===== src/sv/htm_pkg.sv =====
`default_nettype none

package htm_pkg;

    // Mesh limits and field widths
    localparam int MAX_CELLS_PER_AXIS = 1024;
    localparam int CNT_W    = $clog2(MAX_CELLS_PER_AXIS + 1);
    localparam int COORD_W  = 10;
    localparam int KIND_W   = 3;
    localparam int NODE_W   = 31;
    localparam int ID_W     = 33;
    localparam int TAG_W    = 8;
    localparam int OWNER_W  = 16;
    localparam int STRIDE_W = $clog2((MAX_CELLS_PER_AXIS + 1) * (MAX_CELLS_PER_AXIS + 1) + 1);
    localparam int AREA_W   = $clog2(MAX_CELLS_PER_AXIS * MAX_CELLS_PER_AXIS + 1);
    localparam int LOC_W    = $clog2(MAX_CELLS_PER_AXIS * MAX_CELLS_PER_AXIS * MAX_CELLS_PER_AXIS);
    localparam int VOL_W    = $clog2(MAX_CELLS_PER_AXIS * MAX_CELLS_PER_AXIS * MAX_CELLS_PER_AXIS + 1);
    localparam int FACEK_W  = $clog2(10 * MAX_CELLS_PER_AXIS * MAX_CELLS_PER_AXIS + 1);

    // Register port
    localparam int ADDR_W = 4;
    localparam int DATA_W = 32;

    // Decoupling queue and settle time of the derived geometry
    localparam int QDEPTH     = 4;
    localparam int QPTR_W     = $clog2(QDEPTH);
    localparam int PEND_W     = $clog2(QDEPTH + 1);
    localparam int CFG_SETTLE = 4;
    localparam int SETTLE_W   = $clog2(CFG_SETTLE + 1);

    // Result sequencing
    localparam int STEP_W = 3;
    localparam logic [STEP_W-1:0] STEP_LAST_CELL = 3'd4;
    localparam logic [STEP_W-1:0] STEP_LAST_FACE = 3'd1;
    localparam logic [2:0]        TETS_PER_CELL  = 3'd5;

    // Boundary tags
    localparam logic [TAG_W-1:0] TAG_CELL   = 8'd0;
    localparam logic [TAG_W-1:0] TAG_BOTTOM = 8'd100;
    localparam logic [TAG_W-1:0] TAG_TOP    = 8'd200;
    localparam logic [TAG_W-1:0] TAG_LEFT   = 8'd1;
    localparam logic [TAG_W-1:0] TAG_RIGHT  = 8'd2;
    localparam logic [TAG_W-1:0] TAG_FRONT  = 8'd10;
    localparam logic [TAG_W-1:0] TAG_BACK   = 8'd20;

    typedef enum logic [KIND_W-1:0] {
        KIND_CELL   = 3'd0,
        KIND_BOTTOM = 3'd1,
        KIND_TOP    = 3'd2,
        KIND_LEFT   = 3'd3,
        KIND_RIGHT  = 3'd4,
        KIND_FRONT  = 3'd5,
        KIND_BACK   = 3'd6
    } kind_t;

    typedef enum logic [1:0] {
        REG_CELLS_X = 2'd0,
        REG_CELLS_Y = 2'd1,
        REG_CELLS_Z = 2'd2,
        REG_OWNER   = 2'd3
    } reg_idx_t;

    // Geometry derived from the cell counts
    typedef struct packed {
        logic [CNT_W-1:0]    nx;
        logic [CNT_W-1:0]    ny;
        logic [CNT_W-1:0]    nz;
        logic [AREA_W-1:0]   nxny;
        logic [STRIDE_W-1:0] s0;
        logic [STRIDE_W-1:0] s1;
        logic [STRIDE_W-1:0] s2;
        logic [STRIDE_W-1:0] s01;
        logic [STRIDE_W-1:0] s02;
        logic [STRIDE_W-1:0] s12;
        logic [STRIDE_W-1:0] s012;
        logic [ID_W-1:0]     off_bottom;
        logic [ID_W-1:0]     off_top;
        logic [ID_W-1:0]     off_left;
        logic [ID_W-1:0]     off_right;
        logic [ID_W-1:0]     off_front;
        logic [ID_W-1:0]     off_back;
    } geom_t;

    // One classified request as handed from front to back
    typedef struct packed {
        kind_t             kind;
        logic              bad;
        logic              even;
        logic [NODE_W-1:0] n;
        logic [ID_W-1:0]   id;
    } job_t;

    typedef logic [2:0]       corner_t;
    typedef logic [3:0][2:0]  corners_t;

    // Corner indices (bit0 first axis, bit1 second, bit2 third) of one result.
    // Slot 3 is node_a. Cell shapes are given in the plain orientation.
    function automatic corners_t corner_set(kind_t kind, logic even,
                                            logic [STEP_W-1:0] step);
        corners_t   cs;
        logic [1:0] sel;
        sel = {even, step[0]};
        cs  = '0;
        case (kind)
            KIND_CELL:
            begin
                case (step)
                    3'd0:    cs = {3'd4, 3'd5, 3'd6, 3'd0};
                    3'd1:    cs = {3'd7, 3'd6, 3'd5, 3'd3};
                    3'd2:    cs = {3'd2, 3'd3, 3'd0, 3'd6};
                    3'd3:    cs = {3'd1, 3'd0, 3'd3, 3'd5};
                    default: cs = {3'd5, 3'd0, 3'd6, 3'd3};
                endcase
            end
            KIND_BOTTOM:
            begin
                case (sel)
                    2'b10:   cs = {3'd0, 3'd3, 3'd1, 3'd0};
                    2'b11:   cs = {3'd0, 3'd2, 3'd3, 3'd0};
                    2'b00:   cs = {3'd0, 3'd2, 3'd1, 3'd0};
                    default: cs = {3'd1, 3'd2, 3'd3, 3'd0};
                endcase
            end
            KIND_TOP:
            begin
                case (sel)
                    2'b10:   cs = {3'd4, 3'd5, 3'd6, 3'd0};
                    2'b11:   cs = {3'd5, 3'd7, 3'd6, 3'd0};
                    2'b00:   cs = {3'd4, 3'd5, 3'd7, 3'd0};
                    default: cs = {3'd4, 3'd7, 3'd6, 3'd0};
                endcase
            end
            KIND_LEFT:
            begin
                case (sel)
                    2'b10:   cs = {3'd0, 3'd4, 3'd6, 3'd0};
                    2'b11:   cs = {3'd0, 3'd6, 3'd2, 3'd0};
                    2'b00:   cs = {3'd0, 3'd4, 3'd2, 3'd0};
                    default: cs = {3'd4, 3'd6, 3'd2, 3'd0};
                endcase
            end
            KIND_RIGHT:
            begin
                case (sel)
                    2'b10:   cs = {3'd1, 3'd3, 3'd5, 3'd0};
                    2'b11:   cs = {3'd3, 3'd7, 3'd5, 3'd0};
                    2'b00:   cs = {3'd1, 3'd7, 3'd5, 3'd0};
                    default: cs = {3'd1, 3'd3, 3'd7, 3'd0};
                endcase
            end
            KIND_FRONT:
            begin
                case (sel)
                    2'b10:   cs = {3'd0, 3'd1, 3'd5, 3'd0};
                    2'b11:   cs = {3'd0, 3'd5, 3'd4, 3'd0};
                    2'b00:   cs = {3'd0, 3'd1, 3'd4, 3'd0};
                    default: cs = {3'd1, 3'd5, 3'd4, 3'd0};
                endcase
            end
            default:
            begin
                case (sel)
                    2'b10:   cs = {3'd2, 3'd6, 3'd3, 3'd0};
                    2'b11:   cs = {3'd6, 3'd7, 3'd3, 3'd0};
                    2'b00:   cs = {3'd2, 3'd6, 3'd7, 3'd0};
                    default: cs = {3'd2, 3'd7, 3'd3, 3'd0};
                endcase
            end
        endcase
        return cs;
    endfunction

    function automatic logic [TAG_W-1:0] tag_of(kind_t kind);
        logic [TAG_W-1:0] t;
        case (kind)
            KIND_BOTTOM: t = TAG_BOTTOM;
            KIND_TOP:    t = TAG_TOP;
            KIND_LEFT:   t = TAG_LEFT;
            KIND_RIGHT:  t = TAG_RIGHT;
            KIND_FRONT:  t = TAG_FRONT;
            KIND_BACK:   t = TAG_BACK;
            default:     t = TAG_CELL;
        endcase
        return t;
    endfunction

endpackage

`default_nettype wire


===== src/sv/htm_back.sv =====
`default_nettype none

module htm_back (
    input  wire                          clk,
    input  wire                          rst_n,
    input  wire                          q_empty,
    input  htm_pkg::job_t                head,
    output logic                         q_pop,
    input  htm_pkg::geom_t               geom,
    input  wire  [htm_pkg::OWNER_W-1:0]  owner_rank,
    output logic                         res_valid,
    input  wire                          res_stall,
    output logic [htm_pkg::ID_W-1:0]     element_id,
    output logic [htm_pkg::NODE_W-1:0]   node_a,
    output logic [htm_pkg::NODE_W-1:0]   node_b,
    output logic [htm_pkg::NODE_W-1:0]   node_c,
    output logic [htm_pkg::NODE_W-1:0]   node_d,
    output logic [htm_pkg::TAG_W-1:0]    tag,
    output logic [htm_pkg::OWNER_W-1:0]  owner,
    output logic                         bad_request,
    output logic                         last
);
    import htm_pkg::*;

    logic [STEP_W-1:0] step_reg, step_next;
    logic              res_valid_reg, res_valid_next;
    logic [ID_W-1:0]   element_id_reg, element_id_next;
    logic [NODE_W-1:0] node_reg [4];
    logic [NODE_W-1:0] node_next [4];
    logic [TAG_W-1:0]  tag_reg, tag_next;
    logic              bad_reg, bad_next;
    logic              last_reg, last_next;

    logic              can_load, fire, is_last;
    logic [STEP_W-1:0] last_step;
    corners_t          cs;
    corner_t           cn [4];

    // Odd cells use the pattern turned a quarter about the first axis
    function automatic corner_t rotate_corner(corner_t c);
        return {c[1], ~c[2], c[0]};
    endfunction

    function automatic logic [STRIDE_W-1:0] stride_off(corner_t c, geom_t g);
        logic [STRIDE_W-1:0] o;
        case (c)
            3'd0:    o = '0;
            3'd1:    o = g.s0;
            3'd2:    o = g.s1;
            3'd3:    o = g.s01;
            3'd4:    o = g.s2;
            3'd5:    o = g.s02;
            3'd6:    o = g.s12;
            default: o = g.s012;
        endcase
        return o;
    endfunction

    assign can_load = !res_valid_reg || !res_stall;
    assign fire     = !q_empty && can_load;

    always_comb
    begin
        if (head.bad)
        begin
            last_step = '0;
        end
        else if (head.kind == KIND_CELL)
        begin
            last_step = STEP_LAST_CELL;
        end
        else
        begin
            last_step = STEP_LAST_FACE;
        end
    end

    assign is_last   = (step_reg == last_step);
    assign q_pop     = fire && is_last;
    assign step_next = fire ? (is_last ? '0 : step_reg + STEP_W'(1)) : step_reg;

    assign cs = corner_set(head.kind, head.even, step_reg);

    always_comb
    begin
        for (int i = 0; i < 4; i++)
        begin
            cn[i] = cs[i];
            if (head.kind == KIND_CELL && !head.even)
            begin
                cn[i] = rotate_corner(cs[i]);
            end
        end
    end

    always_comb
    begin
        res_valid_next  = res_valid_reg;
        element_id_next = element_id_reg;
        tag_next        = tag_reg;
        bad_next        = bad_reg;
        last_next       = last_reg;
        for (int i = 0; i < 4; i++)
        begin
            node_next[i] = node_reg[i];
        end
        if (can_load)
        begin
            res_valid_next = fire;
        end
        if (fire)
        begin
            if (head.bad)
            begin
                element_id_next = '0;
                tag_next        = TAG_CELL;
                bad_next        = 1'b1;
                last_next       = 1'b1;
                for (int i = 0; i < 4; i++)
                begin
                    node_next[i] = '0;
                end
            end
            else
            begin
                element_id_next = head.id + ID_W'(step_reg);
                tag_next        = tag_of(head.kind);
                bad_next        = 1'b0;
                last_next       = is_last;
                for (int i = 0; i < 4; i++)
                begin
                    node_next[i] = head.n + NODE_W'(stride_off(cn[i], geom));
                end
                // Triangles carry no fourth vertex
                if (head.kind != KIND_CELL)
                begin
                    node_next[0] = '0;
                end
            end
        end
    end

    always_ff @(posedge clk or negedge rst_n)
    begin
        if (!rst_n)
        begin
            step_reg      <= '0;
            res_valid_reg <= 1'b0;
        end
        else
        begin
            step_reg      <= step_next;
            res_valid_reg <= res_valid_next;
        end
    end

    always_ff @(posedge clk)
    begin
        element_id_reg <= element_id_next;
        tag_reg        <= tag_next;
        bad_reg        <= bad_next;
        last_reg       <= last_next;
        for (int i = 0; i < 4; i++)
        begin
            node_reg[i] <= node_next[i];
        end
    end

    assign res_valid   = res_valid_reg;
    assign element_id  = element_id_reg;
    assign node_a      = node_reg[3];
    assign node_b      = node_reg[2];
    assign node_c      = node_reg[1];
    assign node_d      = node_reg[0];
    assign tag         = tag_reg;
    assign owner       = owner_rank;
    assign bad_request = bad_reg;
    assign last        = last_reg;

endmodule

`default_nettype wire


===== config.mk =====
export PLATFORM = sky130hd
export DESIGN_NAME = htm_back
export DESIGN_NICKNAME = d
export VERILOG_FILES = /design/src/sv/htm_pkg.sv /design/src/sv/htm_back.sv
export SDC_FILE = /design/constraint.sdc
export NUM_CORES = 1
export LEC_CHECK = 0
export BUFFER_PORTS_ARGS = -buffer_cell sky130_fd_sc_hd__buf_2
export CORE_AREA = 2 2 261 263
export DETAILED_ROUTE_END_ITERATION = 10
export DIE_AREA = 0 0 263 265
export HOLD_SLACK_MARGIN = 0.15
export SYNTH_ARGS = -nofsm -noshare
export SYNTH_HDL_FRONTEND = slang
export SYNTH_SLANG_ARGS = --single-unit

===== constraint.sdc =====
create_clock -name clk -period 11.45 [get_ports clk]
set_input_delay 0.5725 -clock clk [delete_from_list [all_inputs] [get_ports clk]]
set_output_delay 0.5725 -clock clk [all_outputs]
set_load 0.03 [all_outputs]

==> results of run 1 <==
[cell usage in the layout (no fill, tap or decap), drive strengths merged, types with 25 or more instances in the layout]
cell / synthesis / routed
or3: 25 / 25
inv: 42 / 50
a221oi: 83 / 83
o21ai: 140 / 140
nor2: 217 / 217
edfxtp: 167 / 167
nand2: 374 / 374
nand3: 88 / 88
a21o: 31 / 31
xor2: 45 / 45
buf: 62 / 416
a21oi: 172 / 172
and3: 27 / 27
a31oi: 28 / 28
mux2: 31 / 31
xnor2: 57 / 57
nor3: 33 / 33
mux2i: 28 / 28
a211oi: 26 / 26
ha: 96 / 96
[cell families after synthesis]
group           Yosys count
compound gates          628
simple gates            839
flops                   171
xor+xnor                102
mux                      61
buf+inv                 175
fa+ha+maj               101
[cells in the mapped netlist, drive strengths merged (5+ instances only)]
master,count
a32oi,5
a22oi,8
edfxtp,167
clkbuf,70
a211oi,26
a31oi,28
o21ai,140
a22o,9
o22ai,9
nor3,33
nor2b,20
nor3b,8
xnor2,57
and3,27
o211ai,17
or2,6
nand2b,18
nand3,88
inv,42
fa,5
nor2,217
nand2,374
mux2i,28
o22a,5
o2bb2ai,6
o31ai,8
a221oi,83
xor2,45
ha,96
o21a,19
or3,25
buf,62
mux2,31
and2,11
o21bai,13
a21oi,172
a21o,31
nand4,5
o31a,7
[per-stage QoR]
| stage | cells | cell area [µm²] | hold WS (ns) |
|---|---|---|---|
| after floorplan | 2077 | 16700 | 0.277 |
| after global placement | 3234 | 19400 | 0.393 |
| after detailed placement | 3234 | 19400 | 0.391 |
| after CTS | 3267 | 20000 | 0.198 |
| after global routing | 3269 | 20000 | 0.243 |
| final | 3279 | 20000 | 0.247 |
[layout make-up]
cell class | instances | area, µm² | area share [%]
antenna | 12 | 30.0 | 0.150
clock buffer | 17 | 425 | 2.12
clock inverter | 15 | 204 | 1.02
inverter | 43 | 166 | 0.831
multi-input combinational | 1731 | 10800 | 54.1
sequential | 171 | 5110 | 25.5
tap | 873 | 1090 | 5.45
timing repair buffer | 417 | 2160 | 10.8
[worst register-to-register path, stage by stage (launching register included)]
cell and delay, ns:
dfrtp_1 0.52, inv_1 0.22, ha_1 0.31, o21bai_1 0.26, nor3b_2 0.10, nor2_4 0.08
buf_4 0.55, a311oi_4 0.12, buf_4 0.33, nor3_2 0.70, a221oi_1 0.19, o21ai_1 0.12
a21boi_1 0.62, ha_1 0.43, and3_1 0.18, a221oi_1 0.40, nand3_1 0.16, o211ai_1 0.25
o21ai_1 0.11, a21oi_1 0.65, nor2_1 0.12, mux2i_1 0.27
[power breakdown]
part           total [W]  switching, W  internal, W
combinational    0.00240       0.00161     0.000793
clock           0.000623      0.000321     0.000302
sequential      0.000841     0.0000347     0.000806
total            0.00386       0.00196      0.00190
[final timing paths]
| kind | slack (ns) | cells after the start | start | end |
|---|---|---|---|---|
| max | 4.57 | 18 | head[68] | node_reg[3][23] |
| min | 0.25 | 2 | q_empty | res_valid |
| max reg2reg | 4.58 | 21 | step_reg[0] | node_reg[3][23] |
| min reg2reg | 0.51 | 2 | res_valid | res_valid |
| max in group asynchronous | 10.90 | 2 | rst_n | step_reg[1] |
| min in group asynchronous | 0.42 | 2 | rst_n | res_valid |
[per-layer routing]
| layer | vias up | part of all wire [%] |
|---|---|---|
| met4 | 46 | 2.1 |
| met5 | - | 0.39 |
| met2 | 1030 | 41 |
| met1 | 8586 | 45 |
| met3 | 191 | 11 |
| li1 | 8282 | - |
==> flow_metrics.tcl, run 1 <==
set metrics [dict create \
    status "finished clean" \
    synth.distinct_cells 92 \
    grt_max_degree 65 \
    cts_hold_buf 1 \
    yosys.area.top_type "edfxtp_1" \
    rsz0062_at_grt "no" \
    overflow 0 \
    dp_hpwl_um 62400 \
    fmax_mhz 145 \
    slew_violations 0 \
    post_cts_resized 0 \
    synth_top_area_share_pct 30.1 \
    start_kind "primary input" \
    worst_slew_pin_slew_ns 1.15 \
    fin_skew_ns 0.0109 \
    period_share_pct 60.1 \
    post-route-util_pct 30.0 \
    ant_nets 0 \
    grt.busiest_layer "met2" \
    firstDrtPassIters 7 \
    synth_top_family_by_area "compound AO/OA/AOI/OAI gates" \
    portBuffers 388 \
    syn2layout_area_growth_pct 20.3 \
    arrival_ns 7.17 \
    yosys-top-cells-area "edfxtp_1 (30%), nand2_1 (8.4%), ha_1 (7.2%)" \
    setup_viol 0 \
    cts_setup_buffers 0 \
    core_area_um2 66800 \
    routed_wl_um 79800 \
    dieArea_um2 69700 \
    synthesis.nets 2666 \
    p_total_w 0.00386 \
    cpPeakStageDelay_ns 0.90 \
    die_w_um 263 \
    grt_util_met3_pct 8.04 \
    worst-setup-path-type "in -> reg" \
    antenna_found_initial 41 \
    route.detailed.drc 0 \
    nets 2970 \
    grtUsageMet1_pct 31.2 \
    routedWlPerCell_um 24.3 \
    clock-sinks 171 \
    slew_headroom_pct 23.2 \
    syn_area_um2 16700 \
    path_cells "buf_2 > or3_1 > nor2_2 > o21ai_2 > buf_4 > nor2_2 > a221oi_1 > o21ai_1 > a21boi_1 > ha_1 > and3_1 > a221oi_1 > nand3_1 > o211ai_1 > o21ai_1 > a21oi_1 > nor2_1 > mux2i_1" \
    globalRouteMet2Util_pct 32.1 \
    max_cap_violations 0 \
    synth-main-ff-cell "edfxtp_1" \
    critPathRequiredTime_ns 11.73 \
    cts-root-buf "clkbuf_16" \
    endpoint_kind "flip-flop" \
    fin_crit_ns 6.88 \
    synth_edf_count 167 \
    cp_num_buf_inv 2 \
    clkLatencyLatePin_ns 0.48 \
    path_delay_family "simple AND/OR/NAND/NOR gates" \
    grt_pass1_vias 16352 \
    io_pins 673 \
    synth_simple_gate_area_share_pct 22.1 \
    finalHoldViolations 0 \
    drt_iter0_drc 2507 \
    synth_seq_cells 171 \
    fp-row-count 95 \
    via_per_inst 5.53 \
    postSynthAreaPerCell_um2 8.02 \
    die_h_um 265 \
    finalWorstSetupSlack_ns 4.57 \
    grt_usage_pct 22.2 \
    synthMuxAreaShare_pct 4.09 \
    htree_levels 4 \
    ctsLongestPathBuffers 2 \
    vias 18135 \
    place_ws_ns 4.24 \
    drive_gt1_share_pct 21.3 \
    initial_core_util_pct 24.9 \
    yosysSeqAreaShare_pct 30.7 \
    synth_compound_area_share_pct 25.2 \
    synthCells 2077 \
    crit_slowest_cell "nor2_2" \
    clk_pin_slew_worst_paths_ns 0.08 \
    cellLeakagePower_nw 8.30 \
    worst_hold_path_type "in -> reg" \
    synthAdderAreaFrac_pct 7.81 \
    synthArstFlopShare_pct 2.34 \
    power.density_nw_per_um2 193 \
    setup_tns_ns 0 \
    largest_reg_flops 124 \
    place_congestion 0.962 \
    cts_buffers 17 \
    yosysWarningCount 0 \
    synthXorXnorAreaFrac_pct 5.36 \
    cp_max_fo 24 \
    grt_pass1_wl_um 114000 \
    tritoncts "done" \
    fill_cells 7237 \
    peakVddDrop_v 0.0000883 \
]
Note: power is estimated with default switching activity, not from simulation.
==> inputs of run 2 (changes only) <==
--- a/config.mk
+++ b/config.mk
@@ -6,9 +6,9 @@
 export NUM_CORES = 1
 export LEC_CHECK = 0
 export BUFFER_PORTS_ARGS = -buffer_cell sky130_fd_sc_hd__buf_2
-export CORE_AREA = 2 2 261 263
+export CORE_AREA = 2 2 259 261
 export DETAILED_ROUTE_END_ITERATION = 10
-export DIE_AREA = 0 0 263 265
+export DIE_AREA = 0 0 261 263
 export HOLD_SLACK_MARGIN = 0.15
 export SYNTH_ARGS = -nofsm -noshare
 export SYNTH_HDL_FRONTEND = slang
==> constraint.sdc (replaced) <==
create_clock -name clk -period 5.85 [get_ports clk]
set_input_delay 0.2925 -clock clk [delete_from_list [all_inputs] [get_ports clk]]
set_output_delay 0.2925 -clock clk [all_outputs]
set_load 0.03 [all_outputs]
==> run 2 against run 1 <==
Via count grew 1.5%. Combinational power increased by 110%. Flip-flop and latch count unchanged. Global-route usage grew 0.37 points. Count of clock-buffer cells in the layout stayed put. Hold slack worse by 0.056 ns. Critical endpoint is now node_reg[3][24]. Largest cell class unchanged. Highest routed layer unchanged.
==> flow_metrics.tcl, run 2 (synthesized netlist as in run 1, its figures left out) <==
set metrics [dict create \
    status "finished clean" \
    setup_tns_ns 0 \
    core_area_um2 65600 \
    via_per_inst 5.48 \
    antenna_found_initial 22 \
    ant_nets 0 \
    die_w_um 261 \
    fp-row-count 94 \
    rsz0062_at_grt "no" \
    slew_headroom_pct 18.8 \
    finalWorstSetupSlack_ns 0.264 \
    clkLatencyLatePin_ns 0.48 \
    final_common_cell "buf_2" \
    drive_gt1_share_pct 23.9 \
    cp_max_fo 17 \
    worst_hold_path_type "in -> reg" \
    fmax_mhz 179 \
    max_cap_violations 0 \
    largest_reg_flops 124 \
    tritoncts "done" \
    overflow 0 \
    fill_cells 7133 \
    critPathRequiredTime_ns 6.16 \
    initial_core_util_pct 25.4 \
    finalHoldViolations 0 \
    setup_viol 0 \
    period_share_pct 95.5 \
    io_pins 673 \
    ctsLongestPathBuffers 2 \
    fin_skew_ns 0.0149 \
    syn2layout_area_growth_pct 25.4 \
    htree_levels 4 \
    clk_pin_slew_worst_paths_ns 0.09 \
    clock-sinks 171 \
    cts-root-buf "clkbuf_16" \
    slew_violations 0 \
    grt_max_degree 155 \
    worst_slew_pin_slew_ns 1.22 \
    cts_buffers 17 \
    grt_usage_pct 22.5 \
    nets 3058 \
    peakVddDrop_v 0.000225 \
    worst-setup-path-type "reg -> reg" \
    start_kind "flip-flop" \
    place_ws_ns 0.251 \
    grt_pass1_vias 16479 \
    die_h_um 263 \
    dp_hpwl_um 64300 \
    endpoint_kind "flip-flop" \
    p_total_w 0.00789 \
    routed_wl_um 80500 \
    routedWlPerCell_um 24.0 \
    drt_iter0_drc 2186 \
    grt_pass1_wl_um 114000 \
    portBuffers 388 \
    arrival_ns 5.90 \
    firstDrtPassIters 5 \
    dieArea_um2 68600 \
    fin_crit_ns 5.59 \
    route.detailed.drc 0 \
    place_congestion 0.985 \
    cellLeakagePower_nw 8.78 \
    power.density_nw_per_um2 378 \
    vias 18399 \
    layout_common_cells "buf_2 (387), nand2_1 (373), nor2_1 (211), a21oi_1 (168), edfxtp_1 (167)" \
]
## run 2: cell count changes in the layout (fill, tap and decap cells not counted), moves of 2 or more
cell           delta
a21oi_2           +2
a221oi_1          -3
a221oi_2          +3
buf_12            +9
buf_4            +64
dlygate4sd3_1    +14
o21ai_1           -2
o21ai_2           +2
## run 2: cell type report
class	count	area [µm²]	area share (%)
clock buffers	17	425	2.04
inverters	43	166	0.797
repair buffers	505	2980	14.2
well taps	864	1080	5.17
clock inverters	15	206	0.988
flip-flops and latches	171	5110	24.5
diodes	11	27.5	0.132
multi-input cells	1731	10900	52.1
## run 2: per-stage QoR
stage          instance area (µm²)  util, %  hold WS, ns  std cells
3_3_place_gp                 20000     30.4        0.105       3296
6_report                     20900     31.8        0.190       3357
3_5_place_dp                 20000     30.4        0.104       3296
5_1_grt                      20900     31.8        0.165       3347
4_1_cts                      20800     31.6        0.151       3343
2_1_floorplan                16700        -     -0.00309       2077
## run 2: worst paths after layout
kind	from	endpoint	slack, ns	cells past startpoint
max reg2reg	step_reg[0]	node_reg[3][24]	0.26	21
min in group asynchronous	rst_n	res_valid	0.69	3
max in group asynchronous	rst_n	step_reg[2]	5.00	3
max	step_reg[0]	node_reg[3][24]	0.26	21
min reg2reg	step_reg[0]	step_reg[0]	0.59	2
min	head[5]	element_id[5]	0.19	3
## run 2: critical path, cell delays in order, from the launching register on
cell	delay, ns
dfrtp_1	0.44
inv_1	0.22
ha_1	0.32
nor2_1	0.11
o22ai_2	0.25
a21oi_1	0.19
o31a_2	0.38
nor2_1	0.28
buf_4	0.32
a221oi_1	0.11
o21ai_1	0.21
o21a_1	0.38
ha_1	0.28
nand3_1	0.14
nor2_1	0.18
a221o_1	0.22
a221oi_1	0.10
buf_4	0.15
o31a_2	0.39
buf_4	0.17
or3_1	0.31
a21oi_1	0.24
## run 2: what timing repair did
| item | CTS | global route |
|---|---|---|
| hold buffers | 15 | 0 |
| resized for setup | 0 | 14 |
| hold endpoints to repair | 16 | 0 |
| buffers inserted | 0 | 3 |
| setup endpoints to repair | 0 | 27 |
## run 2: power by group
group | switching [W] | internal (W) | total [W]
logic | 0.00326 | 0.00178 | 0.00504
registers | 0.0000536 | 0.00158 | 0.00163
clock network | 0.000631 | 0.000594 | 0.00122
total | 0.00394 | 0.00395 | 0.00789
## run 2: layer usage
layer,vias to the layer above,GRT usage (%),share of wire (%)
met5,-,0,0.14
met4,18,5.24,2.1
met3,155,6.22,12
met2,1080,32.8,42
met1,8688,32.7,44
li1,8458,-,-
